## src/design/sdtq_pkg.sv

```systemverilog
`default_nettype none
// ----------------------------------------------------------------------------
// sdtq_pkg: shared types and constants of the sorted deadline timer queue
// Request modes, result status codes, cell commands and cell status bundle.
// ----------------------------------------------------------------------------
package sdtq_pkg;

	localparam int DEPTH_DEF     = 16;
	localparam int TIME_BITS_DEF = 48;
	localparam int MAX_RESULTS   = 16;

	typedef enum logic [2:0] {
		MODE_ADD        = 3'd0,
		MODE_REM_HANDLE = 3'd1,
		MODE_REM_OWNER  = 3'd2,
		MODE_POP        = 3'd3,
		MODE_POP_DUE    = 3'd4,
		MODE_EXTRACT    = 3'd5,
		MODE_REMAIN     = 3'd6
	} mode_t;

	typedef enum logic [1:0] {
		STAT_OK    = 2'd0,
		STAT_NONE  = 2'd1,
		STAT_DUP   = 2'd2,
		STAT_FULL  = 2'd3
	} status_t;

	typedef enum logic [2:0] {
		CELL_HOLD   = 3'd0,
		CELL_INSERT = 3'd1,
		CELL_REMOVE = 3'd2,
		CELL_SHIFT  = 3'd3,
		CELL_MARK   = 3'd4
	} cell_op_t;

	typedef struct packed {
		logic by_handle;
		logic by_owner;
		logic any;
	} srch_t;

	typedef struct packed {
		logic valid;
		logic ge;
		logic found;
		logic first;
		logic tkn;
		logic hsel;
		logic due;
		logic tk;
	} cell_stat_t;

endpackage
`default_nettype wire

```

## src/design/sdtq_cell.sv

```systemverilog
`default_nettype none
// ----------------------------------------------------------------------------
// sdtq_cell: one slot of the sorted timer chain
// Holds one timer, compares it against the broadcast request keys and moves
// data to or from its neighbors on insert, remove and extract shifts.
// ----------------------------------------------------------------------------
module sdtq_cell #(
	parameter int TIME_BITS = sdtq_pkg::TIME_BITS_DEF,
	parameter bit CAN_TAKE  = 1'b1
) (
	input  wire logic                   clk,
	input  wire logic                   arst_n,
	input  wire sdtq_pkg::cell_op_t     op,
	input  wire sdtq_pkg::srch_t        srch,
	input  wire logic [7:0]             key_handle,
	input  wire logic [31:0]            key_owner,
	input  wire logic [TIME_BITS-1:0]   key_deadline,
	input  wire logic [TIME_BITS-1:0]   key_now,
	input  wire sdtq_pkg::cell_stat_t   l_stat,
	input  wire logic [TIME_BITS-1:0]   l_deadline,
	input  wire logic [7:0]             l_handle,
	input  wire logic [31:0]            l_owner,
	input  wire sdtq_pkg::cell_stat_t   r_stat,
	input  wire logic [TIME_BITS-1:0]   r_deadline,
	input  wire logic [7:0]             r_handle,
	input  wire logic [31:0]            r_owner,
	output sdtq_pkg::cell_stat_t        stat,
	output logic [TIME_BITS-1:0]        deadline,
	output logic [7:0]                  handle,
	output logic [31:0]                 owner
);
	import sdtq_pkg::*;

	logic                 valid_q;
	logic                 tk_q;
	logic [TIME_BITS-1:0] deadline_q;
	logic [7:0]           handle_q;
	logic [31:0]          owner_q;
	logic                 hit;
	logic                 ge;
	logic                 due;
	logic                 tkn;

	assign hit = valid_q && ((srch.by_handle && (handle_q == key_handle)) ||
		(srch.by_owner && (owner_q == key_owner)) || srch.any);
	assign ge  = valid_q && (deadline_q <= key_deadline);
	assign due = valid_q && (deadline_q < key_now);
	assign tkn = due && CAN_TAKE;

	assign stat.valid = valid_q;
	assign stat.ge    = ge;
	assign stat.found = l_stat.found | hit;
	assign stat.first = hit & ~l_stat.found;
	assign stat.tkn   = tkn;
	assign stat.hsel  = valid_q & ~tkn & l_stat.tkn;
	assign stat.due   = due;
	assign stat.tk    = tk_q;

	assign deadline = deadline_q;
	assign handle   = handle_q;
	assign owner    = owner_q;

	always_ff @(posedge clk or negedge arst_n) begin
		if (!arst_n) begin
			valid_q <= 1'b0;
			tk_q    <= 1'b0;
		end else begin
			case (op)
				CELL_INSERT: begin
					if (!ge)
						valid_q <= l_stat.ge ? 1'b1 : l_stat.valid;
				end
				CELL_REMOVE: begin
					if (stat.found)
						valid_q <= r_stat.valid;
				end
				CELL_SHIFT: begin
					valid_q <= r_stat.valid;
					tk_q    <= r_stat.tk;
				end
				CELL_MARK: begin
					tk_q <= tkn;
				end
				default: ;
			endcase
		end
	end

	always_ff @(posedge clk) begin
		case (op)
			CELL_INSERT: begin
				if (!ge) begin
					if (l_stat.ge) begin
						deadline_q <= key_deadline;
						handle_q   <= key_handle;
						owner_q    <= key_owner;
					end else begin
						deadline_q <= l_deadline;
						handle_q   <= l_handle;
						owner_q    <= l_owner;
					end
				end
			end
			CELL_REMOVE: begin
				if (stat.found) begin
					deadline_q <= r_deadline;
					handle_q   <= r_handle;
					owner_q    <= r_owner;
				end
			end
			CELL_SHIFT: begin
				deadline_q <= r_deadline;
				handle_q   <= r_handle;
				owner_q    <= r_owner;
			end
			default: ;
		endcase
	end

endmodule
`default_nettype wire

```

## config.mk

```make
export PLATFORM = sky130hd
export DESIGN_NAME = sdtq_cell
export DESIGN_NICKNAME = d
export VERILOG_FILES = /design/src/design/sdtq_pkg.sv /design/src/design/sdtq_cell.sv
export SDC_FILE = /design/constraint.sdc
export NUM_CORES = 1
export LEC_CHECK = 0
export BUFFER_PORTS_ARGS = -buffer_cell sky130_fd_sc_hd__buf_2
export CAP_MARGIN = 5
export CORE_AREA = 2 2 170 172
export DETAILED_ROUTE_END_ITERATION = 10
export DIE_AREA = 0 0 172 174
export GPL_ROUTABILITY_DRIVEN = 1
export PLACE_DENSITY_LB_ADDON = 0.1
export SYNTH_ARGS = -nofsm -noshare
export SYNTH_HDL_FRONTEND = slang
export SYNTH_SLANG_ARGS = --single-unit
```

## constraint.sdc

```tcl
create_clock -name clk -period 12.3 [get_ports clk]
set_input_delay 2.46 -clock clk [delete_from_list [all_inputs] [get_ports clk]]
set_output_delay 2.46 -clock clk [all_outputs]
set_load 0.03 [all_outputs]
```

Yosys cells after proc, flatten, opt, wreduce, memory -nomap -nowiden
Index checks and enable logic that the tools add are counted.

Bits in registers: 90. Latch bits: 0. RAM bits: 0. Memory bits (read-only): 0. Input port bits: 336. Output and inout bits: 96. Word-level logic and storage cells: 48. Memories kept: 0.

$add $sub $neg: 0. $mul: 0. Divide/modulo/power cells: 0. $lt $le $gt $ge: 2. Equality and inequality tests: 8. Shifts and indexed selects: 0. Mux-type cells: 17. Bitwise gates (word level): 6. Reductions and logical operators: 10.

Operators with widths (number): $mux W48 (3); $pmux W48 S3 (1); $mux W32 (3); $pmux W32 S3 (1); $le A48 B48 Y1 (1); $lt A48 B48 Y1 (1); $eq A32 B32 Y1 (1); $mux W8 (3); $pmux W8 S3 (1); $eq A8 B8 Y1 (1); $eq A3 B2 Y1 const B (2); $logic_and A1 B1 Y1 (5); $ne A2 B2 Y1 const B (2); $and A1 B1 Y1 (3); $eq A3 B1 Y1 const B (1); $eq A3 B3 Y1 const B (1); $mux W1 (3); $pmux W1 S3 (1); $reduce_and A3 Y1 (1); $reduce_bool A3 Y1 (1); $logic_or A1 B1 Y1 (2); $not A1 Y1 (2); $pmux W1 S2 (1); $reduce_bool A2 Y1 (1); $or A1 B1 Y1 (1).

Longest topological paths before layout
Depth after elaboration: 8. Depth in mapped cells: 10. Mapped depth without buffers: 9.

Least setup slack after synthesis
OpenSTA, ideal clock, no wires.

Kind: input-to-reg. Start: in key_deadline[45]. End: reg deadline_q[0], in the netlist deadline[0] (enable). Library setup time: 644 ps. Arrival time: 9725 ps. Required time: 11656 ps. Path slack: 1931 ps. Cell stages on the path: 9. Buffers on the path: 0. Cells stage by stage: inv_1 > ha_1 > nand4_1 > nor4_2 > nand2_1 > a2bb2oi_1 > o211ai_2 > a211oi_2 > nor3_1.

Cells in the longest elaborated chain, start to end: 4.

RTL lines: start, declared (RTL line sdtq_cell.sv:17) `input wire logic [TIME_BITS-1:0] key_deadline,`; $le A48 B48 Y1 (RTL line sdtq_cell.sv:46) `assign ge = valid_q && (deadline_q <= key_deadline);`; $logic_and A1 B1 Y1 (RTL line sdtq_cell.sv:46); $ne A2 B2 Y1 (no source line); $reduce_and A3 Y1 (no source line); end signal, assigned (RTL line sdtq_cell.sv:94) `deadline_q <= key_deadline;`; end signal, assigned (RTL line sdtq_cell.sv:98) `deadline_q <= l_deadline;`; end signal, assigned (RTL line sdtq_cell.sv:106) `deadline_q <= r_deadline;`; end, declared (RTL line sdtq_cell.sv:36) `logic [TIME_BITS-1:0] deadline_q;`.

No other way between the ends. A chain may end at the register's enable or synchronous reset.

==> flow_metrics.env <==
export IMPL_antenna_found_initial=1
export IMPL_drt_wl_total_um=28030
export IMPL_cts_sinks=90
export IMPL_via_per_inst=4.504
export IMPL_dieArea_mm2=0.02993
export IMPL_fill_cells=3071
export IMPL_power_leakage_nw=5.251
export IMPL_drc_errors=0
export IMPL_firstDrtPassIters=4
export IMPL_fin_skew_ns=0.01944
export IMPL_die_h_um=174
export IMPL_use_met2_pct=33.23
export IMPL_power_total_mw=1.039
export IMPL_synth_area_mm2=0.007526
export IMPL_cts_resized=0
export IMPL_p_switching_uw=353.2
export IMPL_maxCapViolCount=0
export IMPL_top_usage_layer="met2"
export IMPL_use_met3_pct=4.827
export IMPL_drive_gt1_share_pct=37.50
export IMPL_chipWidth_um=172
export IMPL_grtUsageMet1_pct=21.60
export IMPL_ant_nets=0
export IMPL_hold_buffers=0
export IMPL_final_min_clock_period_ns=7.283
export IMPL_path_max_fanout=2
export IMPL_slew_viol_final=0
export IMPL_wl_per_cell_um=17.58
export IMPL_slew_headroom_pct=29.08
export IMPL_clk_pin_slew_ns=0.07
export IMPL_rsz0062_at_grt="false"
export IMPL_setup_viol=0
export IMPL_synth_edf_count=88
export IMPL_clockBufferDepth=2
export IMPL_synth_fp_nets=1231
export IMPL_post_cts_setup_buffers=0
export IMPL_synth_ff_type="edfxtp_1"
export IMPL_grt_overflow_total=0
export IMPL_netlist_instances=800
export IMPL_num_nets_final=1634
export IMPL_h_tree_depth=3
export IMPL_r2r_start="deadline[45]$_DFFE_PP_"
export IMPL_yosysMostFrequentCell="nand2_1"
export IMPL_pin_count=432
export IMPL_cp_start_kind="input port"
export IMPL_clk_latency_ns=0.35
export IMPL_fin_setup_tns_ns=0
export IMPL_synthTopCellsByArea="edfxtp_1, ha_1, mux2i_1, o21ai_0, nand2_1"
export IMPL_timing_rr_end="deadline[13]$_DFFE_PP_"
export IMPL_status="finished clean"
export IMPL_synth_commonest_cells="nand2_1, inv_1, o21ai_0"
export IMPL_placed_cells=1576
export IMPL_final_util_pct=36.64
export IMPL_grt_max_degree=115
export IMPL_swShare_pct=34.00
export IMPL_grt_pass1_wl_um=41560
export IMPL_core_mm2=0.02824
export IMPL_hp_class="reg2reg"
export IMPL_multi_input_area_mm2=0.004319
export IMPL_fmax_ghz=0.1373
export IMPL_num_vias=7180
export IMPL_grt_pass1_vias=7268
export IMPL_tightest_slew_ns=1.064
export IMPL_cts_tree="built"
export IMPL_start_util_pct=26.65
export IMPL_hold_viol=0
export IMPL_ys_seq_elements=90
export IMPL_ff2ff_setup_slack_ns=8.89
export IMPL_yosys_area_top_type_share_pct=35.11
export IMPL_dpl_hpwl_um=23350
export IMPL_p_int_uw=685.7
export IMPL_crit_start="key_now[3]"
export IMPL_combinationalPowerShare_pct=31.2
export IMPL_r2r_cells=8
export IMPL_yosysWarnings=0
export IMPL_critPathCapture="stat[1]"
export IMPL_setup_worst_path_end_class="output pin"
export IMPL_gp_congestion=0.7836
export IMPL_io_buffers=421
export IMPL_ir_drop_uv=68.09
export IMPL_rows=62
export IMPL_track_usage_pct=18.40
export IMPL_arrival_ns=4.82
export IMPL_drt_iter0_markers=258
export IMPL_async_flop_share_pct=2.222
export IMPL_cp_required_ns=9.84
export IMPL_cts_buffers=9
export IMPL_clkPwrFrac_pct=30.9
export IMPL_yosys_area_top_type="edfxtp_1"
export IMPL_avgSynthCellArea_um2=9.407
export IMPL_fin_cells=1594
export IMPL_areaGrowthSynthToFinish_pct=37.46
export IMPL_crit_type="in2out"
export IMPL_powerDensity_mw_per_mm2=100.4
export IMPL_register_area_mm2=0.002693
export IMPL_cts_root_buf="clkbuf_16"
export IMPL_finalCritPeriodShare_pct=59.21
export IMPL_seqPwrFrac_pct=37.9
export IMPL_synth_distinct_cells=52
export IMPL_synth_seq_area_share_pct=35.78
-- cells by family after synthesis --
family                   share of synthesized area, %
AO/OA/AOI/OAI                                   14.23
AND/OR/NAND/NOR                                 10.84
XOR/XNOR                                        4.655
multiplexers                                    11.70
buffers and inverters                           6.999
flip-flops                                      35.78
adder cells (fa/ha/maj)                         15.79
-- routing by layer --
metal,up-vias,share of wire (%),wire [um]
met3,18,7.1,1982
li1,3680,-,-
met2,239,51,14230
met5,-,0,0
met1,3243,41,11460
met4,0,1.2,344
-- placed cells by master, fill, tap and decap left out, types with 3 or more instances in the layout --
cell type / instances
a21o_1: 23
a21oi_1: 33
buf_2: 420
buf_4: 6
clkbuf_16: 9
edfxtp_1: 88
ha_1: 95
inv_1: 100
mux2i_1: 88
nand2_1: 103
nand3_1: 10
nand4_1: 29
nor2_1: 4
nor3_1: 7
nor4_1: 3
o211ai_1: 3
o21ai_0: 96
or3_1: 3
xnor2_1: 36
xor2_1: 4
-- through the flow --
step	worst slack [ns]	hold WS [ns]	area, um^2
floorplan	1.931	0.5490	7526
global placement	5.026	0.5863	10010
detailed placement	5.012	0.5906	10010
CTS	4.984	0.6073	10340
global route	4.844	0.6478	10340
finish	5.017	0.5994	10340
-- worst max-delay path, stage by stage --
cell and delay [ns]:
buf_2 0.07, inv_1 0.03, ha_1 0.30, a21oi_1 0.14, o21ai_0 0.11, a2111oi_0 0.57
o311ai_0 0.38, a41oi_1 0.32, and3_1 0.23, buf_2 0.21
-- power groups by stage --
stage               logic (mW)  registers [mW]  clock network (mW)
detailed placement       0.330           0.401                   0
CTS                      0.331           0.395               0.334
global placement         0.328           0.401                   0
finish                   0.324           0.394               0.321
global route             0.363           0.398               0.344
floorplan                0.154           0.446                   0
-- state kept, by name, indices dropped and copies added, names as in the netlist --
name,flops
tk_q,1
deadline,48
handle,8
owner,32
valid_q,1
-- final cells by class --
class                   instances  area share (%)
diodes                          2         0.04838
clock buffers                  10           2.213
clock inverters                 6          0.9313
inverters                     100           3.628
multi-input cells             576           41.75
flip-flops and latches         90           26.03
well taps                     384           4.644
repair buffers                426           20.75
-- worst min path at each step --
stage,start,end,depth (start not counted)
after detailed placement,tk_q$_DFFE_PN0P_,tk_q$_DFFE_PN0P_,2
after CTS,tk_q$_DFFE_PN0P_,tk_q$_DFFE_PN0P_,2
after floorplan,tk_q$_DFFE_PN0P_,tk_q$_DFFE_PN0P_,2
after global placement,tk_q$_DFFE_PN0P_,tk_q$_DFFE_PN0P_,2
after global routing,tk_q$_DFFE_PN0P_,tk_q$_DFFE_PN0P_,2
final,tk_q$_DFFE_PN0P_,tk_q$_DFFE_PN0P_,2
(Power assumes the default switching activity.)
